===== config.mk =====
export PLATFORM = sky130hd
export DESIGN_NAME = rfth_bin_calc
export DESIGN_NICKNAME = d
export VERILOG_FILES = /design/src/sv/rfth_pkg.sv /design/src/sv/rfth_bin_calc.sv
export SDC_FILE = /design/constraint.sdc
export NUM_CORES = 1
export LEC_CHECK = 0
export BUFFER_PORTS_ARGS = -buffer_cell sky130_fd_sc_hd__buf_2
export CAP_MARGIN = 20
export CELL_PAD_IN_SITES_DETAIL_PLACEMENT = 1
export CELL_PAD_IN_SITES_GLOBAL_PLACEMENT = 1
export CORE_MARGIN = 3
export CORE_UTILIZATION = 35
export CTS_CLUSTER_DIAMETER = 80
export DETAILED_ROUTE_END_ITERATION = 16
export PLACE_DENSITY_LB_ADDON = 0.25
export SLEW_MARGIN = 0
export SYNTH_ARGS = -nofsm -noshare
export SYNTH_HDL_FRONTEND = slang
export SYNTH_SLANG_ARGS = --single-unit

===== constraint.sdc =====
create_clock -name aclk -period 4.35 [get_ports aclk]
set_input_delay 0.435 -clock aclk [delete_from_list [all_inputs] [get_ports aclk]]
set_output_delay 0.435 -clock aclk [all_outputs]
set_load 0.05 [all_outputs]

===== src/sv/rfth_pkg.sv =====
`default_nettype none
// ----------------------------------------------------------------------------
// rfth_pkg
// Field widths and request codes shared by the time histogrammer modules.
// ----------------------------------------------------------------------------
package rfth_pkg;

    localparam int FUNC_W     = 2;
    localparam int POS_W      = 5;
    localparam int CORE_W     = 2;
    localparam int TIME_W     = 24;
    localparam int PHASE_W    = 20;
    localparam int BIN_W      = 15;
    localparam int COUNT_W    = 32;
    localparam int PBIN_OUT_W = 12;

    localparam logic [FUNC_W-1:0] FUNC_HIT        = 2'd0;
    localparam logic [FUNC_W-1:0] FUNC_READ_TIME  = 2'd1;
    localparam logic [FUNC_W-1:0] FUNC_READ_PHASE = 2'd2;

    // offsets of the flag bins below the top of each histogram
    localparam int PHASE_FORCED_OFS = 100;
    localparam int TIME_UNDER_OFS   = 200;
    localparam int TIME_OVER_OFS    = 300;
    localparam int TIME_NORF_OFS    = 400;

endpackage
`default_nettype wire


===== src/sv/rfth_bin_calc.sv =====
`default_nettype none
// ----------------------------------------------------------------------------
// rfth_bin_calc
// Two stage bin computation: raw time and rounded RF phase bin, then the
// RF corrected time with clamping to the flag bins.
// ----------------------------------------------------------------------------
module rfth_bin_calc #(
    parameter int TIME_BINS   = 32768,
    parameter int PHASE_BINS  = 4096,
    parameter int TIME_OFFSET = 16384
) (
    input  wire logic                               aclk,
    input  wire logic [rfth_pkg::TIME_W-1:0]        cfd_time,
    input  wire logic [rfth_pkg::TIME_W-1:0]        timestamp_low,
    input  wire logic                               rf_present,
    input  wire logic signed [rfth_pkg::PHASE_W-1:0] rf_phase,
    output logic      [$clog2(TIME_BINS)-1:0]       tbin,
    output logic      [$clog2(PHASE_BINS)-1:0]      pbin,
    output logic                                    rf_used
);
    import rfth_pkg::*;

    localparam int TW = $clog2(TIME_BINS);
    localparam int PW = $clog2(PHASE_BINS);

    logic signed [TIME_W+1:0] t1_reg;
    logic [PW-1:0]            p1_reg;
    logic                     rf1_reg;

    logic [15:0]              q;
    logic [3:0]               frac;
    logic [PW-1:0]            p1_next;
    logic signed [TIME_W+1:0] t1_next;

    always_comb begin
        frac = rf_phase[3:0];
        q    = {1'b0, rf_phase[PHASE_W-2:4]};
        if (frac > 4'd8 || (frac == 4'd8 && q[0])) begin
            q = q + 16'd1;
        end
        if (rf_phase[PHASE_W-1] || q >= 16'(PHASE_BINS)) begin
            p1_next = PW'(PHASE_BINS - PHASE_FORCED_OFS);
        end else begin
            p1_next = PW'(q);
        end
        // timestamp is scaled by 16 and kept to 24 bits
        t1_next = $signed({2'b00, cfd_time}) -
                  $signed({2'b00, timestamp_low[TIME_W-5:0], 4'b0000});
    end

    always_ff @(posedge aclk) begin
        t1_reg  <= t1_next;
        p1_reg  <= p1_next;
        rf1_reg <= rf_present;
    end

    logic signed [TIME_W+2:0] t2;
    logic [TW-1:0]            tbin_next;

    always_comb begin
        t2 = (TIME_W+3)'(t1_reg) - (TIME_W+3)'(p1_reg) + (TIME_W+3)'(TIME_OFFSET);
        if (!rf1_reg) begin
            tbin_next = TW'(TIME_BINS - TIME_NORF_OFS);
        end else if (t2[TIME_W+2]) begin
            tbin_next = TW'(TIME_BINS - TIME_UNDER_OFS);
        end else if (t2[TIME_W+1:0] >= (TIME_W+2)'(TIME_BINS)) begin
            tbin_next = TW'(TIME_BINS - TIME_OVER_OFS);
        end else begin
            tbin_next = TW'(t2);
        end
    end

    always_ff @(posedge aclk) begin
        tbin    <= tbin_next;
        pbin    <= rf1_reg ? p1_reg : '0;
        rf_used <= rf1_reg;
    end

endmodule
`default_nettype wire


# Word level (Yosys, flattened, before mapping)
# Index checks and enable logic that the tools add are counted.
[classes] div_mod_pow=0 n_mux=3 n_eq_ne=1 n_shift=0 n_reduce_logical=5 n_bitwise=1 addsub=4 n_mul=0 n_lt_le_gt_ge=3
[op_table] cell="adder 26 x 16 -> 27 bit (second input constant)" n=1
[op_table] cell=">= comparator 26 x 16 -> 1 bit (second input constant)" n=1
[op_table] cell="subtractor 25 x 13 -> 26 bit" n=1
[op_table] cell="subtractor 24 x 24 -> 25 bit" n=1
[op_table] cell="2-to-1 mux 9 bit" n=2
[op_table] cell="adder 15 x 1 -> 16 bit (second input constant)" n=1
[op_table] cell=">= comparator 16 x 13 -> 1 bit (second input constant)" n=1
[op_table] cell="2-to-1 mux 16 bit" n=1
[op_table] cell="== test 4 bit (second input constant)" n=1
[op_table] cell="greater-than comparator 4 bit (second input constant)" n=1
[op_table] cell="OR reduction 3 bit" n=1
[op_table] cell="logical OR 1 bit" n=2
[op_table] cell="OR reduction 2 bit" n=1
[op_table] cell="logical AND 1 bit" n=1
[op_table] cell="inverter 1 bit" n=1
[totals] n_memories=0 reg_bits=66 out_inout_bits=28 input_bits=70 word_cells=25 latch_bits=0 mem_bits_rw=0 mem_bits_ro=0

# Logic depth before layout (Yosys ltp)
# Gate-level depths: netlist of run 1.
[logic_depth] depth_word=6 mapped_depth=15 ltp_nobuf=14

# Worst setup path before layout of run 1
# OpenSTA, ideal clock, no wires.
[synth_timing] path_type="reg2reg" from="reg p1_reg[1]" to="reg tbin[11]" slack_ns=0.926 setup_time_ns=0.146 synth_period_minus_slack_ns=3.424 t_required_ns=4.204 path_buffers=1 stages_incl_launch_ff=15 arrival_time_ns=3.279 cell_sequence="dfxtp_1 inv_1 ha_1 ha_1 fa_1 a21o_1 a311oi_2 o31ai_1 a211oi_2 nor2_1 xor2_1 a2111o_1 nor4_4 buf_6 o2111ai_1"
[synth_via] elab_chain_cells=4
[synth_lines] element="start: declaration" line_no="rfth_bin_calc.sv:27" text="logic [PW-1:0] p1_reg;"
[synth_lines] element="start signal: assignment" line_no="rfth_bin_calc.sv:53" text="p1_reg <= p1_next;"
[synth_lines] element="subtractor 25 x 13 -> 26 bit *" line_no="rfth_bin_calc.sv:61" text="t2 = (TIME_W+3)'(t1_reg) - (TIME_W+3)'(p1_reg) + (TIME_W+3)'(TIME_OFFSET);"
[synth_lines] element="adder 26 x 16 -> 27 bit *" line_no="rfth_bin_calc.sv:61"
[synth_lines] element=">= comparator 26 x 16 -> 1 bit" line_no="rfth_bin_calc.sv:66" text="end else if (t2[TIME_W+1:0] >= (TIME_W+2)'(TIME_BINS)) begin"
[synth_lines] element="OR reduction 3 bit (no line)"
[synth_lines] element="end signal: assignment" line_no="rfth_bin_calc.sv:74" text="tbin <= tbin_next;"
[synth_lines] element="end: declaration" line_no="rfth_bin_calc.sv:17" text="output logic [$clog2(TIME_BINS)-1:0] tbin,"
# Every way passes the cells marked *; elsewhere a longest branch is shown, timed or not.
# A chain may end at the register's enable or synchronous reset.

# Worst setup path after layout of run 1
[layout_timing] from="reg p1_reg[1]" to="reg tbin[13]"
# The elaborated chain is that of the path after synthesis.

==> results.txt, run 1 <==
outcome = finished, final reports clean
PwrDens = 457 nW/um^2
most common cell after layout, fill and taps aside = buf_2
Crit. End Element = flop
FF+latch count, synth = 66
layout cells sized above 1 = 20.7%
Total Wirelength = 10.0 mm
pin count of the biggest net entering global routing = 28
MaxCap Viol Count = 0
Port Buffers = 93
root buffer cell = clkbuf_16
IO Count = 98
critical path class = flop to flop
fin nets = 709
Final Max Slew Viols = 0
CTS Sinks = 66
Rel. slew slack = 45.6%
Synth warnings = 0
Tightest Pin Transition = 0.815 ns
DIE AREA = 13,400 um^2
WP data required = 4.49 ns
most frequent cells in the layout = buf_2, dfxtp_1, ha_1
most used cell, CP = ha_1
CP Max Fanout = 15
Die H = 116 um
DRT antenna net count = 0
hpwl dp = 8.12 mm
diode count = 0
Die Wd = 116 um
FFs w/ async S/R, synth = 0%
Final Util = 44.5%
DR WL/cell = 13.8 um
Routability Congestion = 0.818
row count = 39
Arrival @ worst endpoint = 4.09 ns
leak pwr = 0.00260 uW
Post-synth EDFFs = 0
total global routing overflow = 0
Final Worst Setup Slack = 0.400 ns
DRC = 0
setup total negative slack = 0 ns
clock latency on the worst-skew pair = 0.33 ns
peak supply drop = 183 uV
endpoints failing hold = 0
vias after detailed routing = 3,626
Sequential cell area = 1320 um^2
ys flop type = dfxtp_1
cells after synthesis = 478
Max Freq = 253 MHz
RSZ-0062 raised after global routing = no
vias in the first global route = 3,721
CTS max path bufs = 2
Detailed Route Iter0 Violations = 131
global-route wire length before repair = 16.7 mm
via-per-instance ratio = 4.99
Seq/Total Area, Yosys = 31.4%
# H-tree levels = 3
Setup Fix Bufs, Post-CTS = 0
average size of a mapped cell = 8.80 um^2
Critical Path Start Type = flop
Layout area overhead = 22.3%
fin crit share = 90.8%
Syn Nets = 608
critical-path cell list = inv_1 -> ha_1 -> ha_1 -> fa_1 -> a21o_1 -> a311oi_2 -> o31ai_1 -> a211oi_2 -> nor2_1 -> xor2_1 -> a2111o_1 -> nor4_4 -> nand4_1
CTS tree = done
Placement Setup Slack = 0.400 ns
CP peak stage delay = 0.65 ns
Worst path slowest cell = nor4_4
fill count = 1,385
count of non-filler cells in the finished layout = 727
total track usage = 15.3%
Cell variety after synth = 56
Num CTS Buffers = 9
Multi-input gate area = 2650 um^2
Cells after DPL = 711
drt first pass iters = 4
Final Skew = 0.00619 ns
clock-pin slew on the worst setup and hold paths = 0.06 ns
initial antenna violation count = 0
Setup-failing EPs final = 0
max reg flops = 25
core box area = 11,600 um^2
Initial Util = 36.4%
total power = 2350 uW
Mapped Area = 4210 um^2
min Tclk post-route = 3.95 ns
Hold/Removal Path Class = primary input to flop
[cells in the mapped netlist (7+ instances only)]
master,number,share of area [%]
xnor2_1,24,5.0
dfxtp_1,66,31
xor2_1,21,4.4
a21o_1,17,3.0
inv_1,56,5.0
nor2_1,31,2.8
ha_1,58,17
nand2_1,26,2.3
o21a_1,7,1.2
and2_1,19,2.8
o21ai_0,13,1.5
nand3_1,14,1.7
nand4_1,9,1.3
a21oi_1,31,3.7
[cell type report]
class / instances / area share [%]
timing repair buffer: 95 / 9.35
clock buffer: 10 / 4.65
tap: 143 / 3.48
multi-input combinational: 351 / 51.5
clock inverter: 6 / 1.24
sequential: 66 / 25.7
inverter: 56 / 4.09
[worst max-delay path, delay by kind of cell (launching register included)]
kind	cells	cell delay (ns)
buffers and inverters	1	0.05
adder cells (fa/ha/maj)	3	0.91
AO/OA/AOI/OAI	5	1.41
XOR/XNOR	1	0.14
flip-flops	1	0.32
AND/OR/NAND/NOR	3	0.95
[per-stage QoR]
step                instance area [um^2]  hold slack (ns)
detailed placement                  4840            0.442
CTS                                 5140            0.200
global route                        5140            0.197
global placement                    4840            0.440
finish                              5140            0.212
floorplan                           4210            0.397
[power by group]
part           internal [uW]  switching, uW  leakage [uW]
clock network            459            270      0.000145
registers                672           33.4      0.000548
logic                    367            546       0.00191
total                   1500            850       0.00260
[what timing repair did]
action / in CTS / in global routing
resized for setup: 0 / 0
setup endpoints to repair: 0 / 2
hold buffers: 0 / 0
[logic make-up (layout without fill, tap and decap cells)]
logic type               after synthesis  in the layout  share of synthesized area [%]
adder cells (fa/ha/maj)               60             60                           18.2
flip-flops                            66             66                           31.4
buffers and inverters                 61            167                           5.62
AND/OR/NAND/NOR                      132            132                           16.6
multiplexers                           2              2                          0.476
AO/OA/AOI/OAI                        112            112                           18.3
XOR/XNOR                              45             45                           9.37
[path summary, 6_finish.rpt]
check / start / to / slack [ns] / cells past startpoint
hold reg to reg: p1_reg[11]$_SDFF_PP1_ / pbin[11]$_SDFF_PN0_ / 0.45 / 1
hold / removal: cfd_time[3] / t1_reg[3]$_DFF_P_ / 0.21 / 1
setup reg to reg: p1_reg[1]$_SDFF_PP0_ / tbin[13]$_SDFF_PP1_ / 0.40 / 13
setup / recovery: p1_reg[1]$_SDFF_PP0_ / tbin[13]$_SDFF_PP1_ / 0.40 / 13
[routing by layer]
layer,share of wire (%),wire [um],global-route usage [%],vias up
met2,48,4800,25.2,58
met5,0,0,0,-
met1,48,4820,20.4,1690
li1,-,-,-,1869
met3,3.1,306,2.19,9
met4,0.99,99,5.34,0
No activity file was read; power rests on OpenSTA's default activity.
==> run 2, diff against run 1 <==
- BUFFER_PORTS_ARGS: -buffer_cell sky130_fd_sc_hd__buf_2 -> not set
- DONT_BUFFER_PORTS: not set -> 1
==> results.txt, run 2 (synthesis gave the netlist of run 1 again) <==
max reg flops = 25 (unchanged)
MaxCap Viol Count = 0 (unchanged)
Multi-input gate area = 2650 um^2 (unchanged)
cell depth of the worst flop-to-flop path = 13 (unchanged)
switch share = 34.9% (-1.3 points)
clock latency on the worst-skew pair = 0.33 ns (about the same)
Layout area overhead = 11.8%
CP Max Fanout = 15 (unchanged)
fin nets = 616 (-13%)
diode count = 0 (unchanged)
Switch Pwr = 819 uW (-3.7%)
Detailed Route Iter0 Violations = 59 (-55%)
fill count = 1,389 (+0.29%)
DRC = 0 (unchanged)
DRT antenna net count = 0 (unchanged)
post-cts resize count = 0 (unchanged)
Arrival @ worst endpoint = 4.12 ns (+0.03 ns)
clock share of power = 33.2% (+2.2 points)
vias after detailed routing = 3,292 (-9.2%)
Reg2Reg Setup Slack = 0.37 ns (-0.03 ns)
Hold Path Stages = 0 (-1)
CP bufs+invs = 1 (unchanged)
Total Wirelength = 9.22 mm (-8.0%)
via-per-instance ratio = 5.19 (+4.1%)
Comb power frac = 33.6% (-5.3 points)
Num CTS Buffers = 9 (unchanged)
fin crit share = 91.5% (+0.66 points)
CTS Sinks = 66 (unchanged)
CTS tree = done
row count = 39 (unchanged)
cell family with most CP delay = compound AO/OA/AOI/OAI gates
instance count on the critical path = 13 (unchanged)
outcome = finished, final reports clean
initial antenna violation count = 0 (unchanged)
Hold Path Sink = t1_reg[3]$_DFF_P_
capturing point of the worst reg2reg path = tbin[12]$_SDFF_PP1_
most common cell after layout, fill and taps aside = dfxtp_1
Sequential cell area = 1320 um^2 (unchanged)
Die Wd = 116 um (unchanged)
Final Skew = 0.00617 ns (-0.0000188 ns)
clock-pin slew on the worst setup and hold paths = 0.06 ns (about the same)
Final Max Slew Viols = 0 (unchanged)
Critical Path Start Type = flop
DR WL/cell = 14.5 um (+5.5%)
sequential share of power = 33.2% (+3.2 points)
hold_sp = cfd_time[3]
min Tclk post-route = 3.98 ns (+0.0285 ns)
# hold bufs at CTS = 0 (unchanged)
total power = 2340 uW (-0.21%)
setup total negative slack = 0 ns (unchanged)
core box area = 11,600 um^2 (unchanged)
leak pwr = 0.00225 uW (-14%)
pin count of the biggest net entering global routing = 28 (unchanged)
CTS max path bufs = 2 (unchanged)
total track usage = 14.2% (-1.1 points)
Tightest Pin Transition = 0.782 ns (-0.0331 ns)
Setup Fix Bufs, Post-CTS = 0 (unchanged)
global-route wire length before repair = 15.3 mm (-8.2%)
Reg2Reg Launch Point = p1_reg[1]$_SDFF_PP0_
PwrDens = 498 nW/um^2 (+9.1%)
endpoints failing hold = 0 (unchanged)
peak supply drop = 222 uV (+21%)
Cells after DPL = 618 (-13%)
Hold/Removal Path Class = primary input to flop
Worst path slowest cell = nor4_4
vias in the first global route = 3,421 (-8.1%)
Setup-failing EPs final = 0 (unchanged)
Int Pwr = 1520 uW (+1.8%)
drt first pass iters = 4 (unchanged)
Port Buffers = 0 (-100%)
CP peak stage delay = 0.69 ns (+0.04 ns)
root buffer cell = clkbuf_16
Routability Congestion = 0.777 (-5.0%)
most used cell, CP = ha_1
layout cells sized above 1 = 5.70% (-15 points)
Crit. End Element = flop
RSZ-0062 raised after global routing = no
critical-path cell list = inv_1 -> ha_1 -> ha_1 -> fa_1 -> a21o_1 -> a311oi_2 -> o31ai_1 -> a211oi_2 -> nor2_1 -> xor2_1 -> a2111o_1 -> nor4_4 -> nand4_1
hpwl dp = 7.53 mm (-7.3%)
Rel. slew slack = 47.8% (+2.2 points)
Max Freq = 251 MHz (-0.72%)
count of non-filler cells in the finished layout = 634 (-13%)
critical path class = flop to flop
Initial Util = 36.4% (unchanged)
Die H = 116 um (unchanged)
most frequent cells in the layout = dfxtp_1, ha_1, inv_1
WP data required = 4.50 ns (about the same)
DIE AREA = 13,400 um^2 (unchanged)
total global routing overflow = 0 (unchanged)
# H-tree levels = 3 (unchanged)
IO Count = 98 (unchanged)
==> run 2: cell count changes in the layout (fill, tap and decap cells not counted), sizes merged <==
| cell | delta |
|---|---|
| inv | -1 |
| clkinvlp | -1 |
| buf | -93 |
| clkinv | +1 |
| bufinv | +1 |
==> run 2: area by class of cell <==
class | instances | area share, %
Clock buffer | 10 | 5.08
Clock inverter | 6 | 1.92
Inverter | 56 | 4.47
Multi-Input combinational cell | 351 | 56.3
Sequential cell | 66 | 28.1
Tap cell | 143 | 3.81
Timing Repair Buffer | 2 | 0.319
==> run 2: metrics by stage <==
step / utilization, % / hold slack, ns / cell area (um^2) / setup slack, ns
floorplan: - / 0.397 / 4210 / 0.926
global placement: 37.8 / 0.442 / 4370 / 0.504
detailed placement: 37.8 / 0.445 / 4370 / 0.392
CTS: 40.7 / 0.117 / 4700 / 0.380
global route: 40.7 / 0.112 / 4700 / 0.0698
finish: 40.7 / 0.129 / 4700 / 0.371
==> run 2: power groups by stage <==
stage	registers (uW)	clock network (uW)	logic [uW]
2_1_floorplan	778	0	626
3_3_place_gp	792	0	770
3_5_place_dp	792	0	780
4_1_cts	779	795	793
5_1_grt	788	831	891
6_report	778	779	786
==> run 2: metal layers <==
| metal | up-vias | share of wire [%] | global-route usage [%] |
|---|---|---|---|
| met2 | 57 | 47 | 23.0 |
| met3 | 12 | 3.8 | 3.45 |
| met5 | - | 0 | 0 |
| met4 | 0 | 1.5 | 4.87 |
| met1 | 1541 | 48 | 18.4 |
| li1 | 1682 | - | - |
==> run 2: worst max path at each step <==
stage,startpoint,endpoint
after global routing,p1_reg[1]$_SDFF_PP0_,tbin[12]$_SDFF_PP1_
after CTS,p1_reg[1]$_SDFF_PP0_,tbin[12]$_SDFF_PP1_
after detailed placement,p1_reg[1]$_SDFF_PP0_,tbin[12]$_SDFF_PP1_
after global placement,p1_reg[1]$_SDFF_PP0_,tbin[11]$_SDFF_PP1_
final,p1_reg[1]$_SDFF_PP0_,tbin[12]$_SDFF_PP1_
after floorplan,p1_reg[1]$_SDFF_PP0_,tbin[11]$_SDFF_PP1_
==> run 2: worst register-to-register path: stages, from the launching register on <==
cell and delay [ns]:
dfxtp_1 0.33, inv_1 0.05, ha_1 0.27, ha_1 0.23
fa_1 0.41, a21o_1 0.21, a311oi_2 0.32, o31ai_1 0.19
a211oi_2 0.27, nor2_1 0.08, xor2_1 0.14, a2111o_1 0.39
nor4_4 0.69, nand4_1 0.21
